===== src/hdl/key_matrix_layer_mapper_top_assert.svh =====
// Assertion macros for the key matrix layer mapper.
`ifndef KEY_MATRIX_LAYER_MAPPER_TOP_ASSERT_SVH
`define KEY_MATRIX_LAYER_MAPPER_TOP_ASSERT_SVH

`ifndef SYNTHESIS
// Same-cycle implication.
`define KMLM_ASSERT_NOW(lbl, clk, rst, ante, cons, msg) \
  lbl: assert property (@(posedge clk) disable iff (rst) (ante) |-> (cons)) \
    else $error(msg);
// Next-cycle implication.
`define KMLM_ASSERT_NEXT(lbl, clk, rst, ante, cons, msg) \
  lbl: assert property (@(posedge clk) disable iff (rst) (ante) |=> (cons)) \
    else $error(msg);
`else
`define KMLM_ASSERT_NOW(lbl, clk, rst, ante, cons, msg)
`define KMLM_ASSERT_NEXT(lbl, clk, rst, ante, cons, msg)
`endif

`endif


===== src/hdl/kmlm_pkg.sv =====
// Shared constants, types and codes of the key matrix layer mapper.
package kmlm_pkg;

  localparam int ROWS   = 8;
  localparam int COLS   = 8;
  localparam int LAYERS = 4;
  localparam int NKEYS  = ROWS * COLS;

  localparam int POS_W     = (NKEYS > 1) ? $clog2(NKEYS) : 1;
  localparam int LAYER_W   = 2;
  localparam int CODE_W    = 8;
  localparam int ROW_W     = 3;
  localparam int COL_W     = 3;
  localparam int CFG_IDX_W = 2;
  localparam int CFG_DAT_W = 8;

  localparam int QDEPTH = 2;
  localparam int QPTR_W = (QDEPTH > 1) ? $clog2(QDEPTH) : 1;
  localparam int QCNT_W = $clog2(QDEPTH + 1);

  typedef logic [CODE_W-1:0]  code_t;
  typedef logic [LAYER_W-1:0] layer_t;
  typedef logic [POS_W-1:0]   pos_t;
  typedef logic [QCNT_W-1:0]  qcnt_t;

  localparam layer_t LAYER_MAX    = layer_t'(LAYERS - 1);
  localparam layer_t LAYER_RESET  = layer_t'((LAYERS > 1) ? 1 : 0);

  localparam logic REQ_SCAN      = 1'b0;
  localparam logic REQ_MAP_WRITE = 1'b1;
  localparam logic EV_PRESS      = 1'b0;
  localparam logic EV_RELEASE    = 1'b1;

  typedef enum logic [CFG_IDX_W-1:0] {
    CFG_LAYER_UP   = 2'd0,
    CFG_LAYER_DOWN = 2'd1,
    CFG_BASE_LAYER = 2'd2
  } cfg_reg_t;

  // Classified scan sample with the keymap row of that key, all layers.
  typedef struct packed {
    pos_t                    pos;
    logic                    pressed;
    logic [LAYERS-1:0][CODE_W-1:0] codes;
  } scan_t;

  // Back-end status seen by the top level.
  typedef struct packed {
    logic   pop;
    logic   emit;
    layer_t layer;
  } back_stat_t;

endpackage


===== src/hdl/key_matrix_layer_mapper_top.sv =====
// Top level of the key matrix layer mapper.
`include "key_matrix_layer_mapper_top_assert.svh"

// Layered key matrix mapper. Each input transfer is either a scan sample of
// one key (row, col, pressed) or a keymap write (map_layer, map_code). A key
// that goes from up to down yields a press event, down to up a release event;
// other samples, keymap writes and out-of-range positions yield nothing.
// Layer-up/down keycodes step the active layer on press (saturating), and
// releasing one returns to base_layer. The block takes one item per clock
// unless in_stall is high: the front end reads the whole keymap row of a key
// (all layers) from a single-port memory in the accept cycle, a two-entry
// queue decouples it from the back end, which resolves key state and layer
// for each sample. An event passes the front-end register, the queue and
// the back end's output register. The keymap has no reset; keys must be
// mapped before they are used.
// The config port is always ready; write it only while the block is idle.
module key_matrix_layer_mapper_top (
  input  logic       clk,
  input  logic       rst,
  // item input
  input  logic       in_valid,
  output logic       in_stall,
  input  logic       req_type,
  input  logic [2:0] row,
  input  logic [2:0] col,
  input  logic       pressed,
  input  logic [1:0] map_layer,
  input  logic [7:0] map_code,
  // event output
  output logic       out_valid,
  input  logic       out_stall,
  output logic       event_kind,
  output logic [7:0] key_code,
  output logic [1:0] layer_now,
  // register writes
  input  logic       cfg_valid,
  output logic       cfg_ready,
  input  logic [1:0] cfg_index,
  input  logic [7:0] cfg_data
);
  import kmlm_pkg::*;

  // Config registers
  code_t  layer_up_code;
  code_t  layer_down_code;
  layer_t base_layer;

  // Front to queue
  logic   push_valid;
  scan_t  push_data;
  logic   q_full;

  // Queue to back
  logic   q_valid;
  scan_t  q_data;
  logic   q_pop;
  qcnt_t  q_count;

  back_stat_t stat;

  assign cfg_ready = 1'b1;

  always_ff @(posedge clk) begin
    if (rst) begin
      layer_up_code   <= 8'd240;
      layer_down_code <= 8'd241;
      base_layer      <= 2'd1;
    end else if (cfg_valid && cfg_ready) begin
      case (cfg_index)
        CFG_LAYER_UP:   layer_up_code   <= cfg_data;
        CFG_LAYER_DOWN: layer_down_code <= cfg_data;
        CFG_BASE_LAYER: base_layer      <= cfg_data[LAYER_W-1:0];
        default: ;  // unmapped index: dropped
      endcase
    end
  end

  kmlm_front u_front (
    .clk        (clk),
    .rst        (rst),
    .in_valid   (in_valid),
    .in_stall   (in_stall),
    .req_type   (req_type),
    .row        (row),
    .col        (col),
    .pressed    (pressed),
    .map_layer  (map_layer),
    .map_code   (map_code),
    .push_valid (push_valid),
    .push_data  (push_data),
    .q_full     (q_full)
  );

  kmlm_queue u_queue (
    .clk        (clk),
    .rst        (rst),
    .push_valid (push_valid),
    .push_data  (push_data),
    .full       (q_full),
    .pop_valid  (q_valid),
    .pop_data   (q_data),
    .pop        (q_pop),
    .count      (q_count)
  );

  kmlm_back u_back (
    .clk             (clk),
    .rst             (rst),
    .q_valid         (q_valid),
    .q_data          (q_data),
    .q_pop           (q_pop),
    .layer_up_code   (layer_up_code),
    .layer_down_code (layer_down_code),
    .base_layer      (base_layer),
    .out_valid       (out_valid),
    .out_stall       (out_stall),
    .event_kind      (event_kind),
    .key_code        (key_code),
    .layer_now       (layer_now),
    .stat            (stat)
  );

  // Queue never overfills.
  `KMLM_ASSERT_NOW(a_queue_bound, clk, rst, 1'b1, int'(q_count) <= QDEPTH, "queue overflow")
  // A sample that changes key state shows up on the output next cycle with the new layer.
  `KMLM_ASSERT_NEXT(a_event_out, clk, rst, stat.pop && stat.emit,
                    out_valid && layer_now == stat.layer, "event lost or layer mismatch")
  // Active layer stays within the layer range.
  `KMLM_ASSERT_NOW(a_layer_range, clk, rst, 1'b1, int'(stat.layer) < LAYERS, "active layer out of range")

endmodule


===== src/hdl/kmlm_front.sv =====
// Front end: accepts items, does keymap writes, reads keymap rows for scan samples.
module kmlm_front (
  input  logic                   clk,
  input  logic                   rst,
  input  logic                   in_valid,
  output logic                   in_stall,
  input  logic                   req_type,
  input  logic [2:0]             row,
  input  logic [2:0]             col,
  input  logic                   pressed,
  input  logic [1:0]             map_layer,
  input  logic [7:0]             map_code,
  output logic                   push_valid,
  output kmlm_pkg::scan_t        push_data,
  input  logic                   q_full
);
  import kmlm_pkg::*;

  // One row per key position, one byte lane per layer.
  logic [LAYERS-1:0][CODE_W-1:0] mem [NKEYS];
  logic [LAYERS-1:0][CODE_W-1:0] rd_codes;

  logic   s_valid;
  pos_t   s_pos;
  logic   s_pressed;

  logic   accept;
  logic   in_range;
  logic   is_scan;
  logic   is_write;
  pos_t   pos;

  assign in_range = (int'(row) < ROWS) && (int'(col) < COLS);
  assign pos      = POS_W'(int'(row) * COLS + int'(col));
  assign is_scan  = (req_type == REQ_SCAN) && in_range;
  assign is_write = (req_type == REQ_MAP_WRITE) && in_range && (int'(map_layer) < LAYERS);

  assign in_stall = s_valid && q_full;
  assign accept   = in_valid && !in_stall;

  always_ff @(posedge clk) begin
    if (accept && is_write) begin
      mem[pos][map_layer] <= map_code;
    end
    if (accept && is_scan) begin
      rd_codes <= mem[pos];
      s_pos     <= pos;
      s_pressed <= pressed;
    end
  end

  always_ff @(posedge clk) begin
    if (rst) begin
      s_valid <= 1'b0;
    end else if (accept) begin
      s_valid <= is_scan;
    end else if (s_valid && !q_full) begin
      s_valid <= 1'b0;
    end
  end

  assign push_valid        = s_valid;
  assign push_data.pos     = s_pos;
  assign push_data.pressed = s_pressed;
  assign push_data.codes   = rd_codes;

endmodule


===== src/hdl/kmlm_queue.sv =====
// Short FIFO of classified scan samples between front and back end.
module kmlm_queue (
  input  logic             clk,
  input  logic             rst,
  input  logic             push_valid,
  input  kmlm_pkg::scan_t  push_data,
  output logic             full,
  output logic             pop_valid,
  output kmlm_pkg::scan_t  pop_data,
  input  logic             pop,
  output kmlm_pkg::qcnt_t  count
);
  import kmlm_pkg::*;

  scan_t               entries [QDEPTH];
  logic [QPTR_W-1:0]   wr_ptr;
  logic [QPTR_W-1:0]   rd_ptr;
  logic                do_push;
  logic                do_pop;

  assign full      = (int'(count) == QDEPTH);
  assign pop_valid = (count != '0);
  assign pop_data  = entries[rd_ptr];
  assign do_push   = push_valid && !full;
  assign do_pop    = pop && pop_valid;

  always_ff @(posedge clk) begin
    if (do_push) begin
      entries[wr_ptr] <= push_data;
    end
  end

  always_ff @(posedge clk) begin
    if (rst) begin
      wr_ptr <= '0;
      rd_ptr <= '0;
      count  <= '0;
    end else begin
      if (do_push) begin
        wr_ptr <= (int'(wr_ptr) == QDEPTH - 1) ? '0 : wr_ptr + 1'b1;
      end
      if (do_pop) begin
        rd_ptr <= (int'(rd_ptr) == QDEPTH - 1) ? '0 : rd_ptr + 1'b1;
      end
      if (do_push && !do_pop) begin
        count <= count + 1'b1;
      end else if (do_pop && !do_push) begin
        count <= count - 1'b1;
      end
    end
  end

endmodule


===== src/hdl/kmlm_back.sv =====
// Back end: key state, layer tracking and the registered event output.
module kmlm_back (
  input  logic                  clk,
  input  logic                  rst,
  input  logic                  q_valid,
  input  kmlm_pkg::scan_t       q_data,
  output logic                  q_pop,
  input  logic [7:0]            layer_up_code,
  input  logic [7:0]            layer_down_code,
  input  logic [1:0]            base_layer,
  output logic                  out_valid,
  input  logic                  out_stall,
  output logic                  event_kind,
  output logic [7:0]            key_code,
  output logic [1:0]            layer_now,
  output kmlm_pkg::back_stat_t  stat
);
  import kmlm_pkg::*;

  logic [NKEYS-1:0] key_down;
  layer_t           active_layer;

  logic   take;
  logic   was_down;
  logic   is_press;
  logic   is_release;
  logic   emit;
  layer_t base;
  layer_t p1, p2, r1, r2, new_layer;
  code_t  c0, cp1, cr1;

  assign take     = !out_valid || !out_stall;
  assign q_pop    = q_valid && take;
  assign was_down = key_down[q_data.pos];

  assign is_press   = q_data.pressed && !was_down;
  assign is_release = !q_data.pressed && was_down;
  assign emit       = is_press || is_release;

  assign base = (int'(base_layer) >= LAYERS) ? LAYER_MAX : base_layer;

  // Press: raise (saturating) on the current layer's code, then lower on the new one's.
  assign c0  = q_data.codes[active_layer];
  assign p1  = (c0 == layer_up_code && active_layer < LAYER_MAX) ?
               active_layer + 1'b1 : active_layer;
  assign cp1 = q_data.codes[p1];
  assign p2  = (cp1 == layer_down_code && p1 != '0) ? p1 - 1'b1 : p1;

  // Release: either layer key returns to the base layer.
  assign r1  = (c0 == layer_up_code) ? base : active_layer;
  assign cr1 = q_data.codes[r1];
  assign r2  = (cr1 == layer_down_code) ? base : r1;

  assign new_layer = is_press ? p2 : r2;

  always_ff @(posedge clk) begin
    if (rst) begin
      key_down     <= '0;
      active_layer <= LAYER_RESET;
      out_valid    <= 1'b0;
    end else begin
      if (q_pop && emit) begin
        key_down[q_data.pos] <= q_data.pressed;
        active_layer         <= new_layer;
        out_valid            <= 1'b1;
      end else if (take) begin
        out_valid <= 1'b0;
      end
    end
  end

  always_ff @(posedge clk) begin
    if (q_pop && emit) begin
      event_kind <= is_press ? EV_PRESS : EV_RELEASE;
      key_code   <= q_data.codes[new_layer];
      layer_now  <= new_layer;
    end
  end

  assign stat.pop   = q_pop;
  assign stat.emit  = emit;
  assign stat.layer = active_layer;

endmodule

===== config.mk =====
export PLATFORM = sky130hd
export DESIGN_NAME = key_matrix_layer_mapper_top
export DESIGN_NICKNAME = d
export VERILOG_FILES = /design/src/hdl/kmlm_pkg.sv /design/src/hdl/key_matrix_layer_mapper_top.sv /design/src/hdl/kmlm_front.sv /design/src/hdl/kmlm_queue.sv /design/src/hdl/kmlm_back.sv
export VERILOG_INCLUDE_DIRS = /design/src /design/src/hdl
export SDC_FILE = /design/constraint.sdc
export NUM_CORES = 2
export LEC_CHECK = 0
export BUFFER_PORTS_ARGS = -buffer_cell sky130_fd_sc_hd__buf_2
export CAP_MARGIN = 20
export CORE_MARGIN = 5
export CORE_UTILIZATION = 55
export DETAILED_ROUTE_END_ITERATION = 8
export PLACE_DENSITY = 0.71
export SLEW_MARGIN = 0
export SYNTH_ARGS = -nofsm -noshare
export SYNTH_HDL_FRONTEND = slang
export SYNTH_SLANG_ARGS = --single-unit

===== constraint.sdc =====
create_clock -name clk -period 13.5 [get_ports clk]
set_input_delay 2.7 -clock clk [delete_from_list [all_inputs] [get_ports clk]]
set_output_delay 2.7 -clock clk [all_outputs]
set_load 0.005 [all_outputs]

## Word-level counts from Yosys, hierarchy flattened

Memory sizes are Yosys's and may differ from the RTL's. A register that Yosys moved wholly into a read port is not among the register bits.
Cells that the tools add are included.

- Memories: 2
- Bits in registers: 108
- RAM bits: 2126

Memories:

| name | depth | width | read ports | clocked after memory_dff | wr ports | line | text |
|---|---|---|---|---|---|---|---|
| u_front.mem | 64 | 32 | 1 | 1 | 1 | kmlm_front.sv:20 | `logic [LAYERS-1:0][CODE_W-1:0] mem [NKEYS];` |
| u_queue.entries | 2 | 39 | 1 | 1 | 1 | kmlm_queue.sv:15 | `scan_t entries [QDEPTH];` |

- Equal/unequal tests: 6
- Add/subtract/negate cells: 7
- Mux-type cells: 35
- Order comparisons: 9
- Reduce and logical (&&, ||, !) cells: 35
- Bitwise gates (word level): 1

Operators by type and width:

| kind | count |
|---|---|
| $bmux 8 s2 | 4 |
| $bwmux 64 | 1 |
| $mux 8 | 5 |
| $mux 32 | 1 |
| $eq 8x8->1 | 3 |
| $demux 8 s2 | 1 |
| $logic_and 1x1->1 | 16 |
| $lt 2x3->1 const B | 5 |
| $mux 1 | 14 |
| $mux 2 | 7 |
| $reduce_bool 2->1 | 5 |
| $logic_not 1->1 | 8 |
| $lt 6x7->1 const B | 1 |
| $add 6x3->6 | 1 |
| $bmux 1 s6 | 1 |
| $demux 1 s6 | 1 |
| $ge 6x1->1 const B | 1 |
| $reduce_and 2->1 | 3 |
| $add 2x1->2 const B | 2 |
| $eq 2x2->1 const B | 2 |
| $sub 2x1->2 const B | 2 |
| $add 1x1->1 const B | 2 |
| $eq 2x1->1 const B | 1 |
| $ge 2x1->1 const B | 1 |
| 4 further kinds | 5 |

## Longest topological paths before layout

- Word-level depth: 13
- Gate-level depth with buffers: 22
- Mapped depth without buffers: 16

## Hierarchy

Synthesis repeated with hierarchy kept, for this count alone.

- Cells, all modules: 5463
- Area, all modules: 89803.6 um^2

By module, submodules not included:

| module | area each (um^2) | cells an instance | seq. area each (um^2) | times used |
|---|---|---|---|---|
| kmlm_front | 80377.1 | 4524 | 62690.1 | 1 |
| kmlm_back | 5651.7 | 719 | 1671.6 | 1 |
| kmlm_queue | 3027.9 | 146 | 2442.3 | 1 |
| key_matrix_layer_mapper_top | 747.0 | 74 | 360.3 | 1 |

## Worst setup path after synthesis

OpenSTA, ideal clock, no wires.

- Kind: input -> register
- Start point: input port in_valid
- End point: register u_front.rd_codes (netlist bit u_front.push_data[0]), read port of u_front.mem, enable pin
- Required time: 13.063 ns
- Slack: 8.635 ns
- Path buffers: 0
- Stages on the path: 2
- Arrival time: 4.427 ns
- Path through: nand2_1 -> nor2_1

- Longest elaborated chain between the ends: 2

RTL lines:

| item | line | text |
|---|---|---|
| start: declaration | key_matrix_layer_mapper_top.sv:21 | `input logic in_valid,` |
| $logic_and 1x1->1 | kmlm_front.sv:39 | `assign accept = in_valid && !in_stall;` |
| $logic_and 1x1->1 | kmlm_front.sv:45 | `if (accept && is_scan) begin` |
| end: declaration | kmlm_front.sv:21 | `logic [LAYERS-1:0][CODE_W-1:0] rd_codes;` |

Every way passes these cells.
A chain may end at the register's enable or synchronous reset.

==> results.sh <==
export IMPL_status="finished clean"
export IMPL_final_net_count=5171
export IMPL_io_buffers=45
export IMPL_holdPathStages=0
export IMPL_grt_start_max_net_pins=122
export IMPL_slew_viol_final=0
export IMPL_area_growth_pct=10.8
export IMPL_clockBufferDepth=3
export IMPL_h_tree_depth=4
export IMPL_setup_violations=0
export IMPL_syn_inst=5152
export IMPL_fin_skew_ps=32.5
export IMPL_syn_num_nets=5189
export IMPL_grt_pass1_vias=48500
export IMPL_leakage_uw=0.0287
export IMPL_grt_use_total_pct=28.2
export IMPL_clk_pin_slew_ps=60
export IMPL_dr_first_iter_drc_count=8519
export IMPL_synth_edf_count=2176
export IMPL_cts_sinks=2267
export IMPL_die_area_sq_mm=0.164
export IMPL_synth_flop_cell="edfxtp_1"
export IMPL_dr_pass1_iters=8
export IMPL_final_fill_count=10800
export IMPL_p_per_area_mw_per_mm2=157
export IMPL_final_util_pct=61.4
export IMPL_io_pins=47
export IMPL_start_util_pct=55.4
export IMPL_ff2ff_path_depth=14
export IMPL_drt_wl_total_mm=235
export IMPL_gp_congestion=0.868
export IMPL_cp_max_fo=63
export IMPL_yosysTopAreaCellShare_pct=76.3
export IMPL_ant_nets=0
export IMPL_regArea_sq_mm=0.0672
export IMPL_drive_above_1_share_pct=10.2
export IMPL_rsz0062_at_grt="no"
export IMPL_start_kind="flop"
export IMPL_path_cells="buf_4 -> mux4_2 -> mux2i_1 -> xor2_1 -> o2111ai_1 -> nor3_2 -> buf_4 -> mux2i_1 -> mux2_2 -> or2_1 -> a221oi_4 -> buf_4 -> mux2i_1 -> mux2_2"
export IMPL_cts_buffers=213
export IMPL_synth_top_area_cell="edfxtp_1"
export IMPL_hold_path_class="reg2reg"
export IMPL_drc=0
export IMPL_slew_limit_headroom_pct=16.9
export IMPL_cp_slowest_stage_delay_ps=740
export IMPL_syn_area_sq_mm=0.0856
export IMPL_route_vias_total=51100
export IMPL_setup_worst_path_end_class="flop"
export IMPL_wl_per_cell_um=31.9
export IMPL_fin_crit_ps=6100
export IMPL_netlist_top_cells_area="edfxtp_1, a22oi_1, dfxtp_1"
export IMPL_cts_root_buffer="clkbuf_16"
export IMPL_antenna_found_initial=13
export IMPL_rows=144
export IMPL_fmax_mhz=164
export IMPL_syn_area_per_cell_sq_um=16.6
export IMPL_cp_slowest_cell="buf_4"
export IMPL_grt_pass1_wl_mm=339
export IMPL_synth_cell_types=62
export IMPL_maxCapViolCount=0
export IMPL_yosysWarnings=0
export IMPL_fp_dieH_um=405
export IMPL_ir_drop_v=0.000139
export IMPL_setup_tns_ps=0
export IMPL_hold_viol=0
export IMPL_rr_endpoint="u_back.key_code[6]$_DFFE_PP_"
export IMPL_tightest_slew_ps=1250
export IMPL_clk_latency_ps=850
export IMPL_required_ps=14090
export IMPL_cts_resized_gates=0
export IMPL_synth_most_common_cell="edfxtp_1"
export IMPL_async_flop_share_pct=0
export IMPL_worstPathBufferInverterCount=3
export IMPL_synth_seq_cells=2267
export IMPL_yosysSeqAreaShare_pct=78.5
export IMPL_crit_family="multiplexers"
export IMPL_vias_per_cell=6.93
export IMPL_period_share_pct=45.2
export IMPL_hold_end="u_queue.entries[1][36]$_DFFE_PP_"
export IMPL_multi_input_area_sq_mm=0.0170
export IMPL_cts_setup_buffers=0
export IMPL_grt_ovfl_total=0
export IMPL_die_w_um=405
export IMPL_core_area_sq_mm=0.154
export IMPL_worstSetupPathType="reg2reg"
export IMPL_rrSetupSlack_ps=7400
export IMPL_hpwl_mm=137
export IMPL_arrival_ps=6680
export IMPL_cts_tree="done"
export IMPL_hold_start="u_front.s_pos[3]$_DFFE_PP_"
export IMPL_hold_buffers=0
export IMPL_synth_common_cells="edfxtp_1, a22oi_1, nor2_1"
## sequential cells by signal, summed over array words and instances (netlist names), named ones only
| signal | flops |
|---|---|
| u_front.push_valid | 1 |
| u_queue.count | 2 |
| layer_up_code | 8 |
| u_front.mem | 2048 |
| u_front.s_pressed | 1 |
| base_layer | 2 |
| u_front.push_data | 32 |
| u_queue.rd_ptr | 1 |
| u_back.layer_now | 2 |
| u_back.key_down | 64 |
| u_back.key_code | 8 |
| u_front.s_pos | 6 |
| u_back.event_kind | 1 |
| u_queue.wr_ptr | 1 |
| layer_down_code | 8 |
| u_back.out_valid | 1 |
| u_queue.entries | 78 |
| u_back.active_layer | 2 |
## kinds of logic (layout without fill, tap and decap cells)
kind of cell / count (synthesis) / after routing / share of synthesized area [%]
flip-flops: 2267 / 2267 / 78.5
AO/OA/AOI/OAI: 1512 / 1512 / 13.3
AND/OR/NAND/NOR: 820 / 820 / 4.35
buffers and inverters: 394 / 559 / 1.78
multiplexers: 134 / 134 / 1.87
XOR/XNOR: 20 / 20 / 0.205
adder cells (fa/ha/maj): 4 / 4 / 0.0585
other: 1 / 9 / 0.00438
## worst max-delay path by stage
| stage | startpoint | end | slack [ps] | cells after the start |
|---|---|---|---|---|
| after CTS | flop | u_back.key_code[6]$_DFFE_PP_ | 7350 | 14 |
| final | flop | u_back.key_code[6]$_DFFE_PP_ | 7400 | 14 |
| after detailed placement | col[0] | u_front.mem[39][15]$_DFFE_PP_ | 6930 | 6 |
| after global routing | flop | u_back.key_code[2]$_DFFE_PP_ | 7070 | 15 |
| after floorplan | in_valid | u_front.push_data[0]$_DFFE_PP_ | 8640 | 2 |
| after global placement | col[0] | u_front.mem[39][10]$_DFFE_PP_ | 7000 | 6 |
## report_power, final
| part | switching (uW) | internal (uW) | total (uW) |
|---|---|---|---|
| Combinational | 764 | 366 | 1130 |
| Sequential | 56.8 | 7760 | 7820 |
| Clock | 2620 | 3300 | 5910 |
## stage by stage
| stage | hold WS (ps) | total power (uW) | cells | setup slack (ps) | area, sq um |
|---|---|---|---|---|---|
| CTS | 447 | 14900 | 7357 | 7350 | 94800 |
| global route | 455 | 15300 | 7361 | 7070 | 94800 |
| floorplan | 421 | 8640 | 5152 | 8640 | 85600 |
| finish | 448 | 14900 | 7369 | 7400 | 94900 |
| global placement | 425 | 9060 | 6955 | 7000 | 87900 |
| detailed placement | 431 | 9080 | 6959 | 6930 | 87900 |
## area by class of cell
class / count / share of cell area (%)
repair buffers: 144 / 1.22
inverters: 17 / 0.0673
clock inverters: 138 / 1.36
well taps: 2044 / 2.70
multi-input cells: 2491 / 18.0
clock buffers: 260 / 5.88
flip-flops and latches: 2267 / 70.8
diodes: 8 / 0.0211
## layer usage
layer  wire [um]  vias up  share of wire (%)  track usage (%)
met3       29800      485                 13             7.55
met5         149        -              0.063                0
met4       10300       18                4.4             11.3
met2      105000     3567                 45             41.9
li1            -    21200                  -                -
met1       89500    25800                 38             40.2
## cell usage in the layout, fill, tap and decap left out, types with 6 or more instances in the layout
master      instances
inv_1              16
clkbuf_8           11
edfxtp_1         2176
clkbuf_1           42
nand2_1           177
xor2_1             11
a31oi_1           145
clkinv_2           51
clkinv_1           42
bufinv_16          18
buf_4              85
nand2b_1           11
xnor2_1             9
buf_12              8
nand3_1            88
nor4_1             10
nor3_1             18
a41oi_1            17
diode_2             8
a21oi_1           183
mux4_2             17
nand3b_1            6
mux2_2             39
o41ai_1            12
buf_2              38
a22oi_1           670
nand4_1            94
inv_6               7
a221oi_1          193
clkbuf_16         215
nor2b_1            29
clkinvlp_4          8
a311oi_1           64
a22o_1            197
nor2_1            341
mux2i_1            77
dfxtp_1            90
and2_1              7
(Power assumes the default switching activity.)
